### src/decimal_to_seven_segment_digits_unit_defines.svh
// Assertion macros for the RTL files; dssd_ser uses them.
`ifndef DECIMAL_TO_SEVEN_SEGMENT_DIGITS_UNIT_DEFINES_SVH
`define DECIMAL_TO_SEVEN_SEGMENT_DIGITS_UNIT_DEFINES_SVH

// Same-cycle implication, checked out of reset.
`define DSSD_ASSERT_NOW(label, ante, cons, msg) \
    label: assert property (@(posedge clk) disable iff (!rst_n) (ante) |-> (cons)) \
        else $error(msg);

// Next-cycle implication, checked out of reset.
`define DSSD_ASSERT_NEXT(label, ante, cons, msg) \
    label: assert property (@(posedge clk) disable iff (!rst_n) (ante) |=> (cons)) \
        else $error(msg);

`endif

### src/dssd_pkg.sv
package dssd_pkg;

    localparam int DIGITS   = 5;
    localparam int VALUE_W  = 31;
    localparam int REG_W    = 3;
    localparam int SEG_W    = 8;
    localparam int DIGIT_W  = 4;
    localparam int CNT_W    = (DIGITS > 1) ? $clog2(DIGITS) : 1;

    // x / 10 == (x * RECIP_10) >> RECIP_SH for every 32-bit x
    localparam logic [31:0] RECIP_10 = 32'hCCCC_CCCD;
    localparam int          RECIP_SH = 35;
    localparam int          PROD_W   = VALUE_W + 32;

    typedef logic [DIGITS-1:0][SEG_W-1:0] pattern_row_t;

    typedef struct packed {
        logic [VALUE_W-1:0] rest;
        pattern_row_t       patterns;
    } stage_t;

    // Segment order: dot a b c d e f g, dot always dark
    function automatic logic [SEG_W-1:0] seg_pattern(input logic [DIGIT_W-1:0] d);
        logic [SEG_W-1:0] p;
        case (d)
            4'd0:    p = 8'b0111_1110;
            4'd1:    p = 8'b0011_0000;
            4'd2:    p = 8'b0110_1101;
            4'd3:    p = 8'b0111_1001;
            4'd4:    p = 8'b0011_0011;
            4'd5:    p = 8'b0101_1011;
            4'd6:    p = 8'b0101_1111;
            4'd7:    p = 8'b0111_0000;
            4'd8:    p = 8'b0111_1111;
            4'd9:    p = 8'b0111_0011;
            default: p = '0;
        endcase
        return p;
    endfunction

endpackage

### src/dssd_out_if.sv
interface dssd_out_if;
    import dssd_pkg::*;

    logic             valid;
    logic             ready;
    logic [REG_W-1:0] digit_register;
    logic [SEG_W-1:0] segment_pattern;
    logic             last_write;

    modport source (output valid, output digit_register, output segment_pattern,
                    output last_write, input ready);
    modport sink   (input valid, input digit_register, input segment_pattern,
                    input last_write, output ready);
endinterface

### src/dssd_ser.sv
`include "decimal_to_seven_segment_digits_unit_defines.svh"

module dssd_ser (
    input  logic                 clk,
    input  logic                 rst_n,
    input  logic                 tail_valid,
    input  dssd_pkg::stage_t     tail_stage,
    output logic                 take,
    dssd_out_if.source           out
);
    import dssd_pkg::*;

    logic               valid_reg;
    logic               valid_next;
    logic [CNT_W-1:0]   cnt_reg;
    logic [CNT_W-1:0]   cnt_next;
    pattern_row_t       pats_reg;
    logic               last;
    logic               fire;
    logic               load;

    assign last = (cnt_reg == CNT_W'(DIGITS - 1));
    assign fire = valid_reg && out.ready;
    assign take = !valid_reg || (fire && last);
    assign load = take && tail_valid;

    always_comb
    begin
        valid_next = valid_reg;
        cnt_next   = cnt_reg;
        if (fire)
        begin
            if (last)
            begin
                valid_next = 1'b0;
            end
            else
            begin
                cnt_next = cnt_reg + CNT_W'(1);
            end
        end
        if (load)
        begin
            valid_next = 1'b1;
            cnt_next   = '0;
        end
    end

    always_ff @(posedge clk or negedge rst_n)
    begin
        if (!rst_n)
        begin
            valid_reg <= 1'b0;
            cnt_reg   <= '0;
        end
        else
        begin
            valid_reg <= valid_next;
            cnt_reg   <= cnt_next;
        end
    end

    always_ff @(posedge clk)
    begin
        if (load)
        begin
            pats_reg <= tail_stage.patterns;
        end
    end

    assign out.valid           = valid_reg;
    assign out.digit_register  = REG_W'(cnt_reg) + REG_W'(1);
    assign out.segment_pattern = pats_reg[cnt_reg];
    assign out.last_write      = last;

    `DSSD_ASSERT_NEXT(a_step_digit, fire && !last,
        out.valid && (out.digit_register == $past(out.digit_register) + REG_W'(1)),
        "digit register did not step after a non-final word")
    `DSSD_ASSERT_NEXT(a_restart_units, fire && last,
        !out.valid || (out.digit_register == REG_W'(1)),
        "new number did not start at the units digit")
    `DSSD_ASSERT_NOW(a_busy_hold, !take, out.valid && !(out.ready && out.last_write),
        "chain stalled while the output stage could take a number")

endmodule

### src/flat_wrapper.sv
// flat-port wrapper written by rule: the top's interface ports become plain ports
module dssd_ser_flat import dssd_pkg::*;
  (clk, rst_n, tail_valid, tail_stage, take, out_valid, out_digit_register, out_segment_pattern, out_last_write, out_ready);
  dssd_out_if out_i ();
  input  logic clk;
  input  logic rst_n;
  input  logic tail_valid;
  input  dssd_pkg::stage_t tail_stage;
  output logic take;
  output wire logic [$bits(out_i.valid)-1:0] out_valid;
  output wire logic [$bits(out_i.digit_register)-1:0] out_digit_register;
  output wire logic [$bits(out_i.segment_pattern)-1:0] out_segment_pattern;
  output wire logic [$bits(out_i.last_write)-1:0] out_last_write;
  input wire logic [$bits(out_i.ready)-1:0] out_ready;
  assign out_valid = out_i.valid;
  assign out_digit_register = out_i.digit_register;
  assign out_segment_pattern = out_i.segment_pattern;
  assign out_last_write = out_i.last_write;
  assign out_i.ready = out_ready;
  dssd_ser u_core (.clk(clk), .rst_n(rst_n), .tail_valid(tail_valid), .tail_stage(tail_stage), .take(take), .out(out_i));
endmodule
### config.mk
export PLATFORM = sky130hd
export DESIGN_NAME = dssd_ser_flat
export DESIGN_NICKNAME = d
export VERILOG_FILES = /design/src/dssd_pkg.sv /design/src/dssd_out_if.sv /design/src/dssd_ser.sv /design/src/flat_wrapper.sv
export VERILOG_INCLUDE_DIRS = /design/src /design/src/src
export SDC_FILE = /design/constraint.sdc
export NUM_CORES = 1
export LEC_CHECK = 0
export ABC_CLOCK_PERIOD_IN_PS = 2300
export BUFFER_PORTS_ARGS = -buffer_cell sky130_fd_sc_hd__buf_2
export CAP_MARGIN = 5
export CORE_UTILIZATION = 41
export DETAILED_ROUTE_END_ITERATION = 7
export PLACE_DENSITY = 0.79
export SYNTH_ARGS = -nofsm -noshare
export SYNTH_HDL_FRONTEND = slang
export SYNTH_SLANG_ARGS = --single-unit
export TNS_END_PERCENT = 10
### constraint.sdc
create_clock -name clk -period 2.3 [get_ports clk]
set_input_delay 0.46 -clock clk [delete_from_list [all_inputs] [get_ports clk]]
set_output_delay 0.46 -clock clk [all_outputs]
set_load 0.1 [all_outputs]
==> results of run 1 <==
-- routing by layer --
layer	GRT usage [%]	wire length (µm)
met5	0	0
met1	17.2	1270
met2	28.4	1930
met4	7.65	43
met3	4.93	175
-- logic make-up after synthesis --
logic type               Yosys count  share of synthesized area (%)
XOR/XNOR                           1                          0.478
buffers and inverters              8                           3.01
adder cells (fa/ha/maj)            2                           1.37
flip-flops                        44                           71.0
AND/OR/NAND/NOR                   21                           6.15
multiplexers                      15                           11.0
AO/OA/AOI/OAI                     16                           6.97
-- critical path: stages (launching register included) --
cell	delay [ps]
dfrtp_1	370
buf_12	200
mux4_1	560
inv_1	80
o21ai_2	70
buf_12	170
-- how the worst min path moves through the flow --
stage | start | to
6_report | tail_stage[28] | u_core.pats_reg[28]
5_1_grt | tail_stage[15] | u_core.pats_reg[15]
4_1_cts | tail_stage[28] | u_core.pats_reg[28]
3_5_place_dp | rst_n | u_core.out.valid
3_3_place_gp | rst_n | u_core.out.valid
2_1_floorplan | rst_n | u_core.cnt_reg[0]
-- through the flow --
stage / cell area, µm² / worst slack (ps)
6_report: 2480 / 88.0
2_1_floorplan: 1880 / -232
3_5_place_dp: 2390 / 390
3_3_place_gp: 2390 / 402
5_1_grt: 2480 / 5.26
4_1_cts: 2480 / 55.0
-- synthesized netlist by cell type (all sizes together) --
cell type / count / share of area, %
a21oi: 2 / 0.55
a221o: 7 / 3.8
buf: 3 / 2.0
dfrtp: 4 / 5.5
ha: 2 / 1.4
inv: 5 / 1.0
and2: 1 / 0.34
o21ai: 3 / 0.82
a211o: 1 / 0.48
nand2: 4 / 0.82
mux2i: 7 / 3.8
and4b: 1 / 0.55
xor2: 1 / 0.48
mux2: 7 / 5.7
nor2: 8 / 1.6
nand2b: 3 / 1.0
nand3: 1 / 0.27
o22ai: 1 / 0.34
edfxtp: 40 / 66
nor3b: 1 / 0.68
a22o: 2 / 0.96
and3: 1 / 0.34
or2b: 1 / 0.48
mux4: 1 / 1.4
-- what timing repair did --
item	in CTS	in global routing
gates resized for setup	0	1
hold endpoints to repair	4	0
setup endpoints to repair	0	5
hold buffers	1	0
-- area by class of cell --
type / count / area, µm²
fill: 341 / 1660
timing repair buffer: 62 / 488
multi-input combinational: 55 / 526
sequential: 44 / 1300
tap: 50 / 62.6
inverter: 5 / 22.5
clock inverter: 1 / 8.76
clock buffer: 7 / 76.3
==> out/qor.yml, run 1 <==
status: "complete, no violations"
start_kind: "flip-flop"
viasPerCell: 5.05
die_area_um2: 4740
drc: 0
drive_above_1_share_pct: 47.7
first_pass_iters: 4
drtIter0Drc: 31
cts_tree: "built"
wl_per_cell_um: 15.2
rows: 23
critPathArrivalTime_ps: 1750
clkSinkCount: 44
coreArea_um2: 4140
area_delta_synth_final_pct: 35.7
hold_ws_ps: 337
worstMarginPinSlew_ps: 502
startpoint: "u_core.cnt_reg[0]"
routed_wl_um: 3410
mostFrequentLayoutCell: "buf_2"
avgSynthCellArea_um2: 17.1
detail-route-antenna-nets: 0
clockBufferDepth: 2
chipWidth_um: 68.8
antenna_cells: 0
skew_ps: 6.69
cts-root-buf: "clkbuf_8"
io_pins: 89
syn-instance-count: 107
port_buffers: 57
utilization_pct: 60.0
reg2reg_to: "u_core.pats_reg[36]"
final-setup-viol-count: 0
gp_congestion: 0.735
setup_tns_ps: 0
yosysSeqAreaShare_pct: 71.0
rsz0062_at_grt: "false"
cts_setup_buffers: 0
cp-endpoint: "out_segment_pattern[6]"
fin_nets: 250
hold_viol: 0
grt_pass1_wl_um: 5140
grt_overflow: 0
syn_nets: 184
largest_register_ffs: 40
slew_violations: 0
antenna_found_initial: 0
most-common-layout-cells: "buf_2, edfxtp_1, buf_12"
reg2reg_depth: 5
start_util_pct: 44.2
placed_cells: 215
cp-end-kind: "output pin"
grt.total_usage_pct: 16.0
fin_crit_ps: 2210
synth_seq_cells: 44
die_h_um: 68.8
ys_types: 26
fmax_mhz: 452
clk_pin_slew_ps: 80
cp_max_fo: 21
fin_crit_sh_pct: 96.2
grt_max_degree: 41
min_path_type: "in -> reg"
crit_required_ps: 1840
netlist_area_um2: 1830
cts_buffers: 5
clkLatencyLatePin_ps: 290
ff2ff_setup_slack_ps: 460
r2r-start: "u_core.cnt_reg[1]"
max-slew-margin-rel_pct: 66.6
h-tree-depth: 2
fin_cells: 224
num_vias: 1132
grt_pass1_vias: 1154
min_path_cells: 1
cap_violations: 0
yosysWarnings: 0
critical_path_class: "reg -> out"
place_hpwl_um: 2540
Power of run 1 is left out: the tool's default activity adds up to more than one toggle a clock period on the data nets, which glitch-free logic cannot reach.
==> run 2, diff against run 1 <==
ABC_AREA = 1   (was default)
PLACE_DENSITY = 0.8   (was 0.79)
==> out/qor.yml, run 2 <==
most-common-layout-cells: "nand2_1, buf_2, edfxtp_1, nand3_1, buf_12"
grt_overflow: 0  # unchanged
wl_met3_um: 313  # +79%
cp-end-kind: "output pin"
syn_nets: 226  # +23%
wl_per_cell_um: 13.0  # -15%
grt_pass1_vias: 1134  # -1.7%
synth.largest_area_cell: "edfxtp_1"
irDropWorstVdd_v: 0.000999
yosysWarnings: 0  # unchanged
syn-instance-count: 149  # +39%
rows: 23  # unchanged
reg2reg_depth: 7  # +2
clkSinkCount: 44  # unchanged
hold_path_end: "u_core.pats_reg[11]"
die_area_um2: 4630  # -2.3%
ff2ff_setup_slack_ps: 590  # +130 ps
leakage_nw: 1.04
drtIter0Drc: 79  # +150%
critPathArrivalTime_ps: 1720  # -30 ps
hold_viol: 0  # unchanged
p_per_area_nw_per_um2: 1680
final-setup-viol-count: 0  # unchanged
drt-met1-wl_um: 1230  # -2.7%
max-slew-margin-rel_pct: 67.4  # +0.86 points
r2r-start: "u_core.cnt_reg[1]"
nFillCells: 329  # -3.5%
first_pass_iters: 5  # +1
reg2reg_to: "u_core.pats_reg[6]"
num_vias: 1251  # +11%
cts_buffers: 5  # unchanged
fin_crit_sh_pct: 94.6  # -1.6 points
crit_required_ps: 1840  # about the same
grt_max_degree: 41  # unchanged
status: "complete, no violations"
gp_congestion: 0.840  # +14%
clkLatencyLatePin_ps: 290  # about the same
area_delta_synth_final_pct: 34.4
min_path_cells: 1  # unchanged
start_util_pct: 43.8  # -0.42 points
fmax_mhz: 460  # +1.7%
cts_tree: "built"
yosys-top-cells-area: "edfxtp_1, nand2_1, nand3_1"
synthTopCellsByCount: "nand2_1, edfxtp_1, nand3_1"
hp-start: "tail_stage[11]"
drive_above_1_share_pct: 34.3  # -13 points
min_path_type: "in -> reg"
worst_slack_ps: 124  # +36.1 ps
detail-route-antenna-nets: 0  # unchanged
place_hpwl_um: 2470  # -2.6%
synth_seq_cells: 44  # unchanged
die_h_um: 68.1  # -1.1%
netlist_area_um2: 1790  # -2.3%
cap_violations: 0  # unchanged
async_flop_share_pct: 9.09  # unchanged
drc: 0  # unchanged
antenna_found_initial: 0  # unchanged
worstMarginPinSlew_ps: 492  # -9.54 ps
synthFlopType: "edfxtp_1"
dpl_worst_slack_ps: 347  # -43.7 ps
io_pins: 89  # unchanged
yosysSeqAreaShare_pct: 72.7  # +1.7 points
clk_pin_slew_ps: 70  # about the same
routed_wl_um: 3460  # +1.4%
fin_crit_ps: 2180  # -36.1 ps
cp_max_fo: 8  # -62%
viasPerCell: 4.70  # -6.9%
ys_types: 13  # -50%
h-tree-depth: 2  # unchanged
wl_met2_um: 1860  # -3.9%
avgSynthCellArea_um2: 12.0  # -30%
grt_pass1_wl_um: 5190  # +0.93%
coreArea_um2: 4090  # -1.4%
antenna_cells: 0  # unchanged
fin_nets: 292  # +17%
placed_cells: 257  # +20%
slew_violations: 0  # unchanged
fin_cells: 266  # +19%
port_buffers: 57  # unchanged
critical_path_class: "reg -> out"
top_layer: "met4"
skew_ps: 2.22  # -4.47 ps
chipWidth_um: 68.1  # -1.1%
start_kind: "flip-flop"
largest_register_ffs: 40  # unchanged
mostFrequentLayoutCell: "nand2_1"
cts-root-buf: "clkbuf_8"
rsz0062_at_grt: "false"
clockBufferDepth: 2  # unchanged
synth-edff-count: 40  # unchanged
synth_top_cell_area_share_pct: 67.1  # +1.6 points
grt.total_usage_pct: 16.8  # +0.74 points
synth.most_common_cell: "nand2_1"
-- run 2: changes by cell type after synthesis, moves of 3 or more --
cell,change
a221o_1,-7
nand3_1,+23
nand2_1,+60
nor2_1,-6
nand2b_1,-3
mux2_4,-7
o21ai_0,-3
mux2i_1,-7
-- run 2: cell type report --
class	instances	area, µm²	area share, %
Sequential cell	44	1300	54.1
Timing Repair Buffer	63	498	20.7
Multi-Input combinational cell	94	433	18.0
Clock buffer	7	76.3	3.17
Tap cell	50	62.6	2.60
Inverter	7	28.8	1.20
Clock inverter	1	5.00	0.208
-- run 2: how the worst max path moves through the flow --
| stage | start | to | slack, ps |
|---|---|---|---|
| 2_1_floorplan | u_core.cnt_reg[0] | take | -10 |
| 3_3_place_gp | u_core.cnt_reg[1] | take | 390 |
| 3_5_place_dp | u_core.cnt_reg[1] | take | 350 |
| 4_1_cts | u_core.cnt_reg[1] | take | 20 |
| 5_1_grt | u_core.cnt_reg[0] | out_segment_pattern[7] | 30 |
| 6_report | u_core.cnt_reg[0] | out_segment_pattern[2] | 120 |
-- run 2: repair_timing --
| item | in CTS | in global routing |
|---|---|---|
| buffers inserted | 0 | 0 |
| setup endpoints to repair | 0 | 1 |
| hold buffers | 1 | 0 |
| gates resized for setup | 0 | 2 |
| hold endpoints to repair | 4 | 0 |
-- run 2: cells by family (layout without fill, tap and decap cells) --
group	count (synthesis)	after routing	share of synthesized area, %
AND/OR/NAND/NOR	91	91	21.5
flip-flops	44	44	72.7
buffers and inverters	11	78	3.92
adder cells (fa/ha/maj)	2	2	1.40
XOR/XNOR	1	1	0.490
-- run 2: critical path, cell delays in order (launching register included) --
cell and delay, ps:
dfrtp_1 420, buf_4 190, nor3_4 370, nand2_1 90, nand2_1 150, buf_12 190
-- run 2: report_power, final --
part	leakage, nW	internal, mW	switching, mW
logic	0.590	0.801	1.80
clock network	0.0422	0.213	0.234
registers	0.408	0.958	0.0410
-- run 2: through the flow --
| step | TNS [ps] | hold WS, ps | cell area, µm² | power, mW | util, % |
|---|---|---|---|---|---|
| 2_1_floorplan | -11.8 | 164 | 1810 | 2.78 | - |
| 3_3_place_gp | 0 | 270 | 2310 | 3.59 | 56.6 |
| 3_5_place_dp | 0 | 281 | 2310 | 3.63 | 56.6 |
| 4_1_cts | 0 | 326 | 2400 | 4.08 | 58.8 |
| 5_1_grt | 0 | 321 | 2400 | 4.22 | 58.8 |
| 6_report | 0 | 340 | 2400 | 4.05 | 58.8 |
-- run 2: routing by layer --
metal | track usage [%] | vias up
met5 | 0 | -
met4 | 9.90 | 0
met3 | 8.00 | 6
met2 | 27.0 | 47
met1 | 17.8 | 564
li1 | - | 634
No activity file was read; power rests on OpenSTA's default activity.
==> run 3, diff against run 2 <==
REMOVE_ABC_BUFFERS = 1   (was default)
==> out/qor.yml, run 3 (synthesis results as in run 2) <==
status: "complete, no violations"
min_path_type: "in -> reg"
fin_crit_ps: 2180  # +5.00 ps
skew_ps: 8.73  # +6.51 ps
fmax_mhz: 459  # -0.23%
clockBufferDepth: 2  # unchanged
critical_path_class: "reg -> out"
die_h_um: 68.1  # unchanged
chipWidth_um: 68.1  # unchanged
port_buffers: 57  # unchanged
final-setup-viol-count: 0  # unchanged
wl_per_cell_um: 12.4  # -4.6%
most-common-layout-cells: "nand2_1, buf_2, edfxtp_1, nand3_1, buf_12"
clk_pin_slew_ps: 80  # about the same
antenna_cells: 0  # unchanged
start_util_pct: 43.8  # unchanged
fin_nets: 294  # +0.68%
crit_required_ps: 1840  # about the same
hold_viol: 0  # unchanged
start_kind: "flip-flop"
grt_max_degree: 25  # -39%
rows: 23  # unchanged
grt_overflow: 0  # unchanged
max-slew-margin-rel_pct: 68.0  # +0.56 points
cp_common_cell: "nand2_1"
grt_pass1_vias: 1104  # -2.6%
p_per_area_nw_per_um2: 1700  # +1.2%
first_pass_iters: 4  # -1
drc: 0  # unchanged
detail-route-antenna-nets: 0  # unchanged
io_pins: 89  # unchanged
grt_pass1_wl_um: 4910  # -5.5%
slowest_stage: "dfrtp_1"
cap_violations: 0  # unchanged
area_delta_synth_final_pct: 35.5
critical_path.max_stage_delay_ps: 400  # -20 ps
worstMarginPinSlew_ps: 483  # -8.52 ps
setup_tns_ps: 0  # unchanged
cts_buffers: 5  # unchanged
fin_crit_sh_pct: 94.8  # +0.22 points
gp_congestion: 0.724  # -14%
leakage_nw: 1.06  # +1.9%
die_area_um2: 4630  # unchanged
power_mw: 4.13  # +2.0%
place_hpwl_um: 2300  # -7.3%
h-tree-depth: 2  # unchanged
clkLatencyLatePin_ps: 300  # about the same
coreArea_um2: 4090  # unchanged
utilization_pct: 59.3  # +0.49 points
critPathArrivalTime_ps: 1720  # about the same
rsz0062_at_grt: "false"
viasPerCell: 4.64  # -1.3%
mostFrequentLayoutCell: "nand2_1"
clkSinkCount: 44  # unchanged
routed_wl_um: 3330  # -3.9%
largest_register_ffs: 40  # unchanged
irDropWorstVdd_v: 0.00100  # +0.28%
slew_violations: 0  # unchanged
fin_cells: 268  # +0.75%
drive_above_1_share_pct: 34.4  # +0.14 points
grt.total_usage_pct: 15.7  # -1.1 points
cp-end-kind: "output pin"
num_vias: 1244  # -0.56%
cp_max_fo: 9  # +1
drtIter0Drc: 71  # -10%
hold_ws_ps: 333  # -7.31 ps
cts-root-buf: "clkbuf_8"
crit_chain: "inv_2 > ha_1 > nand2_1 > nand2_1 > nand2_1 > inv_1 > buf_4"
antenna_found_initial: 0  # unchanged
cts_tree: "built"
placed_cells: 257  # unchanged
[run 3: changes by cell type in the layout (fill, tap and decap cells not counted), sizes merged]
cell    delta
bufinv     +1
clkbuf     -2
clkinv     +1
buf        +2
[run 3: final timing paths]
path | start | to | slack (ps) | depth (start not counted)
max in group asynchronous | rst_n | u_core.out.valid | 1680 | 2
min reg2reg | u_core.cnt_reg[2] | u_core.cnt_reg[2] | 590 | 2
min in group asynchronous | rst_n | u_core.cnt_reg[2] | 500 | 2
max reg2reg | u_core.cnt_reg[1] | u_core.pats_reg[8] | 520 | 7
min | tail_stage[26] | u_core.pats_reg[26] | 330 | 1
max | u_core.cnt_reg[1] | take | 120 | 7
[run 3: power by group]
part	internal [mW]	switching [mW]
registers	0.957	0.0368
clock network	0.316	0.246
logic	0.793	1.78
total	2.07	2.06
[run 3: routing by layer]
metal	wire [µm]	up-vias	track usage, %
met3	248	5	6.50
met1	1330	550	17.0
met2	1700	50	26.8
li1	-	639	-
met5	0	-	0
met4	46	0	6.77
[run 3: metrics by stage]
step,setup slack [ps],cell area (µm²)
floorplan,-1240,1750
global placement,354,2290
detailed placement,319,2290
CTS,28.4,2410
global route,19.5,2420
finish,119,2420
[run 3: critical path, delay by kind of cell, from the launching register on]
family	cells	cell delay, ps
AND/OR/NAND/NOR	3	270
flip-flops	1	400
buffers and inverters	3	560
adder cells (fa/ha/maj)	1	180
[run 3: what timing repair did]
action	4_1_cts	5_1_grt
pin swaps	0	1
setup endpoints to repair	1	8
resized for setup	1	0
buffers inserted	0	2
endpoints found under the hold margin	4	0
hold buffers	1	0
[run 3: area by class of cell]
type / count / area (µm²)
Multi-Input combinational cell: 94 / 425
Clock buffer: 5 / 68.8
Tap cell: 50 / 62.6
Clock inverter: 3 / 37.5
Inverter: 7 / 28.8
Timing Repair Buffer: 65 / 500
Sequential cell: 44 / 1300
Fill cell: 332 / 1660
